$ cat config.mk
export PLATFORM = sky130hd
export DESIGN_NAME = spcr_front
export DESIGN_NICKNAME = d
export VERILOG_FILES = /design/src/hw/rtl/assert_macros.svh /design/src/hw/rtl/spcr_pkg.sv /design/src/hw/rtl/spcr_front.sv
export SDC_FILE = /design/constraint.sdc
export NUM_CORES = 1
export LEC_CHECK = 0
export BUFFER_PORTS_ARGS = -buffer_cell sky130_fd_sc_hd__buf_2
export CAP_MARGIN = 15
export CORE_MARGIN = 2
export CORE_UTILIZATION = 37
export DETAILED_ROUTE_END_ITERATION = 16
export PLACE_DENSITY = 0.66
export SYNTH_ARGS = -nofsm -noshare
export SYNTH_HDL_FRONTEND = slang
export SYNTH_SLANG_ARGS = --single-unit
$ cat constraint.sdc
create_clock -name clk -period 3.35 [get_ports clk]
set_input_delay 0.67 -clock clk [delete_from_list [all_inputs] [get_ports clk]]
set_output_delay 0.67 -clock clk [all_outputs]
set_load 0.03 [all_outputs]
$ cat src/hw/rtl/assert_macros.svh
// Assertion macros for the resampler top.
`ifndef ASSERT_MACROS_SVH
`define ASSERT_MACROS_SVH
`ifndef SYNTHESIS
`define ASSERT_IMPLIES(label, clk, rst, a, b) \
  label: assert property (@(posedge clk) disable iff (rst) (a) |-> (b)) else $error("assert");
`define ASSERT_NEXT(label, clk, rst, a, b) \
  label: assert property (@(posedge clk) disable iff (rst) (a) |=> (b)) else $error("assert");
`else
`define ASSERT_IMPLIES(label, clk, rst, a, b)
`define ASSERT_NEXT(label, clk, rst, a, b)
`endif
`endif

$ cat src/hw/rtl/spcr_pkg.sv
// ----------------------------------------------------------------------------
// Cubic resampler package
// Shared payload types, opcodes and register indexes.
// ----------------------------------------------------------------------------
package spcr_pkg;
  localparam int PosBits = 40;
  localparam int FracBits = 16;
  localparam int SampleBits = 16;
  localparam int AddrBits = 16;

  typedef enum logic [1:0] {
    OP_WRITE  = 2'd0,
    OP_SEEK   = 2'd1,
    OP_RENDER = 2'd2,
    OP_NONE   = 2'd3
  } opcode_t;

  typedef enum logic [2:0] {
    REG_STEP   = 3'd0,
    REG_WSTART = 3'd1,
    REG_WEND   = 3'd2,
    REG_FRAMES = 3'd3,
    REG_STEREO = 3'd4
  } reg_index_t;

  typedef struct packed {
    logic [1:0]         opcode;
    logic [15:0]        frame_address;
    logic signed [15:0] left_word;
    logic signed [15:0] right_word;
    logic signed [39:0] seek_position;
  } in_item_t;

  typedef struct packed {
    logic signed [15:0] left_out;
    logic signed [15:0] right_out;
    logic               active;
  } out_item_t;

  // Classified render job handed from the front to the back.
  typedef enum logic [1:0] {
    MODE_SILENT = 2'd0,
    MODE_RAW    = 2'd1,
    MODE_LINEAR = 2'd2,
    MODE_CUBIC  = 2'd3
  } render_mode_t;

  typedef struct packed {
    render_mode_t      mode;
    logic [AddrBits:0] idx;
    logic [FracBits-1:0] mu;
  } job_t;

  typedef enum logic [2:0] {
    BK_IDLE, BK_READ, BK_H0, BK_H1, BK_H2, BK_OUT
  } back_state_t;
endpackage

$ cat src/hw/rtl/spcr_front.sv
// ----------------------------------------------------------------------------
// Resampler front end
// Accepts commands, keeps the play position and classifies render jobs.
// ----------------------------------------------------------------------------
module spcr_front (
  input  logic                 clk,
  input  logic                 rst,
  input  logic                 take,
  input  spcr_pkg::in_item_t   item,
  input  logic [31:0]          position_step,
  input  logic signed [39:0]   window_start,
  input  logic signed [39:0]   window_end,
  input  logic [16:0]          sample_frames,
  input  logic                 stereo_mode,
  output logic                 job_valid,
  output spcr_pkg::job_t       job
);
  import spcr_pkg::*;

  logic signed [PosBits-1:0] play_position;
  logic [AddrBits:0] n;
  logic [AddrBits:0] idx;
  logic in_window;
  render_mode_t mode;

  assign n = sample_frames;
  assign idx = {1'b0, play_position[FracBits +: AddrBits]};
  // Positions above the address range are beyond the sample anyway.
  assign in_window = (play_position >= window_start) && (play_position < window_end)
                     && !play_position[PosBits-1]
                     && (play_position[PosBits-2:FracBits+AddrBits] == '0);

  always_comb begin
    mode = MODE_SILENT;
    if (in_window && idx < n) begin
      if (idx + 17'd1 < n) begin
        mode = (idx != '0 && idx + 17'd2 < n) ? MODE_CUBIC : MODE_LINEAR;
      end else if (!stereo_mode) begin
        mode = MODE_RAW;
      end
    end
  end

  always_ff @(posedge clk) begin
    if (rst) begin
      play_position <= '0;
      job_valid <= 1'b0;
    end else begin
      job_valid <= 1'b0;
      if (take && item.opcode == OP_SEEK) begin
        play_position <= item.seek_position;
      end else if (take && item.opcode == OP_RENDER) begin
        play_position <= play_position + $signed({8'd0, position_step});
        job_valid <= 1'b1;
      end
    end
  end

  always_ff @(posedge clk) begin
    job.mode <= mode;
    job.idx <= idx;
    job.mu <= play_position[FracBits-1:0];
  end
endmodule

After elaboration in Yosys (flattened, before gate mapping) --
Cells that the tools add are included.
Operators by class: order comparisons 5, reductions and logical operators 12, equal/unequal tests 2, multiplexer cells 6, add/subtract/negate cells 3
Operator list (number):
- $mux 40 | 2
- $add 40x33->40 | 1
- $ge 40x40->1 | 1
- $lt 40x40->1 | 1
- $lt 17x17->1 | 2
- $add 16x1->17 const B | 1
- $add 16x2->17 const B | 1
- $lt 16x17->1 | 1
- $reduce_bool 17->1 | 1
- $logic_and 1x1->1 | 7
- $logic_not 7->1 | 1
- $mux 1 | 3
- $eq 2x1->1 const B | 1
- $eq 2x2->1 const B | 1
- $mux 2 | 1
- $reduce_bool 2->1 | 1
- $reduce_or 2->1 | 1
- $logic_not 1->1 | 1
Storage, ports and cells: flip-flop bits (word level) 75, bits of input ports 223, output and inout bits 36, word-level logic and storage cells 33

Longest topological paths before layout --
Gate-level depths: netlist of the first run.
depth in word-level cells 5, gate-level depth with buffers 14, mapped depth without buffers 14

Least setup slack after synthesis of the first run --
No wires, ideal clock.
kind reg-to-reg, start register play_position[18], end register job[33] (netlist bit), arrival 3007 ps, setup time 114 ps, buffers on the path 0, cell stages (with the launch flop) 13, path slack 229 ps, path through dfxtp_1 ha_1 and3_1 and3_1 and3_1 nand3_1 xnor2_1 ha_1 a2111oi_0 o2111ai_1 a41oi_1 nor2_1 a2111oi_0
On the way: word-level cells in the longest chain between the ends 5, elaborated cells between the ends (all ways) 15
RTL lines:
- start: declaration | line spcr_front.sv:20 | logic signed [PosBits-1:0] play_position;
- start signal: assignment | line spcr_front.sv:51 | play_position <= item.seek_position;
- start signal: assignment | line spcr_front.sv:53 | play_position <= play_position + $signed({8'd0, position_step});
- $add 16x2->17, or another cell as far along | line spcr_front.sv:37 | mode = (idx != '0 && idx + 17'd2 < n) ? MODE_CUBIC : MODE_LINEAR;
- $lt 17x17->1 / $logic_and 1x1->1 (equally long branches) | line spcr_front.sv:37, spcr_front.sv:29
- $logic_and 1x1->1 (on tied branches) | line spcr_front.sv:37, spcr_front.sv:30
- $mux 1 / $logic_and 1x1->1 (equally long branches) | line spcr_front.sv:37, spcr_front.sv:31
- $mux 2 / $logic_and 1x1->1 (equally long branches) | line spcr_front.sv:36, spcr_front.sv:35
- end: declaration | line spcr_front.sv:16 | output spcr_pkg::job_t job
Parallel ways exist; a longest one is shown, timed or not. A chain may end at the register's enable or synchronous reset.

Worst setup path in the final report of the first run --
start register play_position[17], end register job[33] (netlist bit)
Same word-level chain as after synthesis.

==> results of run 1 <==
-- state kept, by name, indices dropped and copies added (netlist names) --
| signal | count |
|---|---|
| job | 34 |
| job_valid | 1 |
| play_position | 40 |
-- area by class of cell --
| cell class | count | area (sq um) | share of cell area, % |
|---|---|---|---|
| well taps | 280 | 350 | 3.46 |
| repair buffers | 259 | 1420 | 14.0 |
| multi-input cells | 822 | 6040 | 59.7 |
| flip-flops and latches | 75 | 1500 | 14.8 |
| clock inverters | 6 | 119 | 1.17 |
| clock buffers | 10 | 239 | 2.36 |
| inverters | 117 | 439 | 4.34 |
| diodes | 5 | 12.5 | 0.124 |
-- power breakdown --
| group | internal (W) | switching [W] |
|---|---|---|
| clock | 0.000759 | 0.000432 |
| sequential | 0.000984 | 0.0000839 |
| combinational | 0.000654 | 0.000876 |
-- synthesized netlist by cell type (all sizes together), types with 6 or more instances --
master	n	share of area, %
nor3	10	0.61
xor2	19	2.0
nor2	63	2.9
a211o	6	0.64
o21a	11	1.0
ha	161	25
a311oi	15	1.6
or3	6	0.46
xnor2	28	3.0
nand2	94	4.5
a31oi	14	1.1
nand2b	11	0.84
dfxtp	75	18
clkbuf	32	2.2
a2111oi	6	0.64
nand3	27	1.6
and4	8	0.85
a21oi	91	5.7
nor4	8	0.61
nand4	31	2.4
a211oi	13	1.2
buf	8	0.78
o21bai	6	0.55
a22oi	12	1.1
and3	13	1.0
a21o	28	2.6
o21ai	47	2.9
inv	117	5.3
o211ai	18	1.7
nor2b	10	0.76
-- metrics by stage --
step / setup TNS (ns) / setup slack (ns) / power, W / hold WS [ns] / area, sq um
detailed placement: -0.00204 / -0.00204 / 0.00260 / 0.414 / 9740
CTS: 0 / 0.157 / 0.00380 / 0.431 / 10100
global placement: 0 / 0.0258 / 0.00257 / 0.416 / 9740
finish: 0 / 0.260 / 0.00379 / 0.428 / 10100
global route: 0 / 0.0339 / 0.00405 / 0.447 / 10100
floorplan: 0 / 0.229 / 0.00211 / 0.375 / 8220
-- final timing paths --
check	cells after the start	slack, ns	end	startpoint
worst max-delay path	14	0.26	job[33]$_SDFF_PN0_	play_position[17]$_SDFFE_PP0P_
worst min register to register	0	0.43	job[12]$_DFF_P_	play_position[12]$_SDFFE_PP0P_
worst min-delay path	0	0.43	job[12]$_DFF_P_	play_position[12]$_SDFFE_PP0P_
worst max register to register	14	0.26	job[33]$_SDFF_PN0_	play_position[17]$_SDFFE_PP0P_
-- cells by family (layout without fill, tap and decap cells) --
kind of cell             Yosys count  in the layout  share of synthesized area (%)
flip-flops                        75             75                           18.3
buffers and inverters            158            392                           8.41
adder cells (fa/ha/maj)          162            162                           24.8
AND/OR/NAND/NOR                  305            305                           18.7
other                              1              6                         0.0456
XOR/XNOR                          47             47                           5.01
AO/OA/AOI/OAI                    303            303                           24.3
multiplexers                       4              4                          0.503
-- layer usage --
layer	GRT usage (%)	wire length, um	up-vias	part of all wire [%]
li1	-	-	4302	-
met5	0	11	-	0.043
met1	28.1	11700	3916	46
met4	8.33	708	2	2.8
met2	36.0	12000	209	47
met3	3.80	1300	43	5.0
==> flow_summary_export.csv, run 1 <==
group,metric,value,unit
power_and_ir_drop,powerDensity,374,mW/mm^2
final_layout,layout-drive-gt1-share,22.9,%
cts,clock_path_buffers,2,
place,place_congestion,0.891,
synth,synth_area,0.00822,sq mm
final_layout,fill_cells,2212,
place,port_buffers,209,
setup_path,arrival,3.32,ns
place,dp_hpwl,21100,um
flow_run,max_cap_violations,0,
setup_path,crit_type,"reg -> reg",
cts,cts_inserted_buffers,9,
detailed_routing,drc_errors,0,
cts,cts_max_level,3,
timing,finalHoldViolCount,0,
setup_path,timing.critical_path.buf_inv,1,
setup_path,cp_cell_sequence,"ha_1, and3_1, and3_1, buf_4, nand2_1, xnor2_1, ha_1, nand4_1, or2_2, nand3_1, a41oi_1, o31ai_2, nor2_1, a2111oi_0",
cts,cts_sinks,75,
power_and_ir_drop,peakVddDrop,0.000235,V
final_layout,area_delta_synth_final,23.2,%
floorplanning,fp.dieArea,0.0234,sq mm
outcome,run_status,"finished clean",
synth,synth-edff-count,0,
timing,slew_viol_final,0,
timing,fin_crit,3.09,ns
cts,cts.clk_slew.worst_paths,0.07,ns
timing,finClkSkew,0.0102,ns
setup_path,max_stage_delay,0.34,ns
detailed_routing,drtIter0Drc,379,
cts,cts-hold-fix-buffers,0,
synth,synth_cell_type_count,74,
synth,synthArstFlopShare,0,%
setup_path,path_max_fanout,3,
cts,clkLatencyLatePin,0.36,ns
cts,cts_tree,"yes",
detailed_routing,vias,8472,
synth,synth_ff_type,"dfxtp_1",
cts,post_cts_buffers,0,
timing,fin_crit_sh,92.2,%
synth,netlist_instances,1055,
timing,rsz0062_at_grt,"false",
synth,syn_avg_cell_area,7.79,sq um
setup_path,crit_path_top_delay_cell,"dfxtp_1",
timing,setup_violations,0,
final_layout,final_cells,1574,
floorplanning,die_h,153,um
global_route,antenna_found_initial,6,
synth,yosysSeqAreaShare,18.3,%
floorplanning,die_w,153,um
detailed_routing,routedWlPerCell,16.4,um
detailed_routing,via_per_inst,5.38,
power_and_ir_drop,leakage,5.32,nW
setup_path,required,3.58,ns
synth,synth_fp_nets,1440,
cts,cts-root-buf,"clkbuf_16",
global_route,grt_pass1_wl,41300,um
timing,max_clock_freq,324,MHz
place,dp.cells,1553,
timing,relSlewSlack,37.8,%
min_path,min_path_type,"reg -> reg",
synth,ys_ff_latch,75,
synth,yosys_warnings,0,
detailed_routing,drt-pass1-iter-count,5,
setup_path,crit_family,"simple AND/OR/NAND/NOR gates",
final_layout,final_common_cell,"buf_2",
floorplanning,coreArea,0.0218,sq mm
detailed_routing,finalWirelength,25700,um
setup_path,end_kind,"register",
global_route,grt_pass1_vias,8199,
final_layout,nNetsFinal,1669,
global_route,grt_max_degree,44,
detailed_routing,antenna_left,0,
floorplanning,ios,259,
floorplanning,rows,54,
timing,tightest_slew,0.933,ns
final_layout,final_util,46.4,%
cts,postCtsResizedCells,0,
global_route,grtUsageTotal,21.7,%
floorplanning,start_util,37.7,%
setup_path,cp-start-kind,"register",
final_layout,final_cell_mix,"buf_2, ha_1, inv_1, nand2_1, a21oi_1",
global_route,overflow,0,
No activity file was read; power rests on OpenSTA's default activity.
==> run 2: changes to the inputs <==
PLACE_DENSITY = 0.64   (was 0.66)
clock period = 4 ns   (was 3.35 ns; I/O delays follow)
==> flow_summary_export.csv, run 2 (same netlist as run 1, synthesis figures left out) <==
group,metric,value,unit
outcome,run_status,"finished clean",
min_path,hold_path_depth,0,
floorplanning,coreArea,0.0218,sq mm
timing,tightest_slew,0.927,ns
timing,fin_crit,3.61,ns
floorplanning,ios,259,
flow_run,max_cap_violations,0,
detailed_routing,drc_errors,0,
final_layout,final_util,45.1,%
final_layout,nNetsFinal,1640,
cts,cts_inserted_buffers,9,
detailed_routing,via_per_inst,5.46,
setup_path,cp-start-kind,"register",
cts,clock_path_buffers,2,
timing,fin_crit_sh,90.4,%
timing,setup_violations,0,
cts,clkLatencyLatePin,0.36,ns
timing,rsz0062_at_grt,"false",
cts,post_cts_buffers,0,
setup_path,arrival,3.85,ns
cts,cts_max_level,3,
global_route,overflow,0,
power_and_ir_drop,p_comb_share,41.2,%
timing,fin_ws,0.386,ns
cts,cts-root-buf,"clkbuf_16",
power_and_ir_drop,leakage,5.15,nW
setup_path,end_kind,"register",
setup_path,path_max_fanout,4,
cts,cts.clk_slew.worst_paths,0.07,ns
place,pre_cts_slack,0.335,ns
cts,cts_tree,"yes",
setup_path,crit_family,"compound AO/OA/AOI/OAI gates",
power_and_ir_drop,p_switching,0.00117,W
power_and_ir_drop,p_clk_share,28.9,%
global_route,grt_max_degree,44,
setup_path,max_stage_delay,0.61,ns
cts,cts_sinks,75,
setup_path,reg2reg_slack,0.39,ns
detailed_routing,finalWirelength,26200,um
timing,relSlewSlack,38.2,%
setup_path,crit_top_cell,"and3_1",
timing,slew_viol_final,0,
floorplanning,fp.dieArea,0.0234,sq mm
detailed_routing,drtIter0Drc,508,
setup_path,r2r-start,"play_position[18]$_SDFFE_PP0P_",
final_layout,largest_reg_flops,40,
place,place_congestion,0.887,
cts,cts-hold-fix-buffers,0,
global_route,antenna_found_initial,8,
global_route,grt_pass1_wl,42100,um
final_layout,final_area,0.00985,sq mm
power_and_ir_drop,intPower,0.00184,W
setup_path,cp_cell_sequence,"ha_1, and3_1, and3_1, and3_1, nand3_1, xnor2_1, ha_1, a2111oi_0, o2111ai_1, a41oi_1, nor2_1, a2111oi_0",
timing,finClkSkew,0.00991,ns
setup_path,crit_path_top_delay_cell,"a2111oi_0",
timing,tns,0,ns
setup_path,r2r-end,"job[33]$_SDFF_PN0_",
timing,max_clock_freq,277,MHz
floorplanning,rows,54,
final_layout,top_register,"play_position",
detailed_routing,drt-pass1-iter-count,5,
cts,postCtsResizedCells,0,
final_layout,layout-drive-gt1-share,21.0,%
power_and_ir_drop,power_frac_seq,29.9,%
min_path,holdPathEnd,"job[10]$_DFF_P_",
min_path,hp-start,"play_position[10]$_SDFFE_PP0P_",
setup_path,crit_type,"reg -> reg",
detailed_routing,routedWlPerCell,16.9,um
power_and_ir_drop,powerDensity,306,mW/mm^2
setup_path,timing.critical_path.buf_inv,0,
setup_path,rr_worst_depth,12,
global_route,grt_pass1_vias,8262,
floorplanning,start_util,37.7,%
power_and_ir_drop,p_sw_share,38.9,%
timing,finalHoldViolCount,0,
place,place_area,0.00953,sq mm
power_and_ir_drop,peakVddDrop,0.000179,V
final_layout,reg_top3,"play_position x40, job x34, job_valid x1",
setup_path,required,4.23,ns
final_layout,final_cell_mix,"buf_2, ha_1, inv_1, nand2_1, a21oi_1",
final_layout,final_common_cell,"buf_2",
place,dp_hpwl,20800,um
global_route,grtUsageTotal,22.2,%
detailed_routing,antenna_left,0,
floorplanning,die_h,153,um
min_path,min_path_type,"reg -> reg",
place,port_buffers,209,
detailed_routing,vias,8446,
floorplanning,die_w,153,um
final_layout,area_delta_synth_final,19.9,%
[run 2: changes by cell type in the layout (fill, tap and decap cells not counted), sizes merged]
| cell | previous run | this run |
|---|---|---|
| buf | 259 | 230 |
| diode | 5 | 8 |
| bufinv | 3 | 1 |
| clkinv | 0 | 2 |
| inv | 120 | 118 |
| clkbuf | 10 | 11 |
| clkinvlp | 0 | 1 |
[run 2: stage by stage]
step | total power, W | instances | hold slack (ns)
after CTS | 0.00302 | 1540 | 0.425
final | 0.00301 | 1548 | 0.428
after global placement | 0.00212 | 1524 | 0.407
after detailed placement | 0.00214 | 1524 | 0.414
after global routing | 0.00322 | 1548 | 0.437
after floorplan | 0.00177 | 1055 | 0.375
[run 2: power groups by stage]
| stage | Combinational (W) | Sequential [W] | Clock (W) |
|---|---|---|---|
| 6_report | 0.00124 | 0.000900 | 0.000869 |
| 4_1_cts | 0.00124 | 0.000899 | 0.000882 |
| 5_1_grt | 0.00140 | 0.000910 | 0.000904 |
| 2_1_floorplan | 0.000791 | 0.000977 | 0 |
| 3_5_place_dp | 0.00123 | 0.000915 | 0 |
| 3_3_place_gp | 0.00121 | 0.000915 | 0 |
[run 2: area by class of cell]
cell class / instances / area (sq um)
well taps: 280 / 350
inverters: 117 / 439
fillers: 2262 / 12000
clock buffers: 11 / 243
flip-flops and latches: 75 / 1500
multi-input cells: 822 / 6030
diodes: 8 / 20.0
clock inverters: 5 / 60.1
repair buffers: 230 / 1200
[run 2: how the worst max path moves through the flow]
stage | start | cells after the start | slack (ns) | endpoint
floorplan | position_step[0] | 11 | 0.82 | play_position[30]$_SDFFE_PP0P_
CTS | play_position[18]$_SDFFE_PP0P_ | 12 | 0.36 | job[33]$_SDFF_PN0_
detailed placement | position_step[0] | 12 | 0.33 | play_position[26]$_SDFFE_PP0P_
global placement | position_step[0] | 12 | 0.37 | play_position[26]$_SDFFE_PP0P_
finish | play_position[18]$_SDFFE_PP0P_ | 12 | 0.39 | job[33]$_SDFF_PN0_
global route | play_position[17]$_SDFFE_PP0P_ | 12 | 0.15 | job[33]$_SDFF_PN0_
[run 2: metal layers]
metal	GRT usage (%)	vias to the layer above	share of wire [%]
met5	0	-	0
met3	2.55	27	4.9
met2	37.4	219	48
met1	29.0	3934	45
li1	-	4266	-
met4	8.86	0	2.0
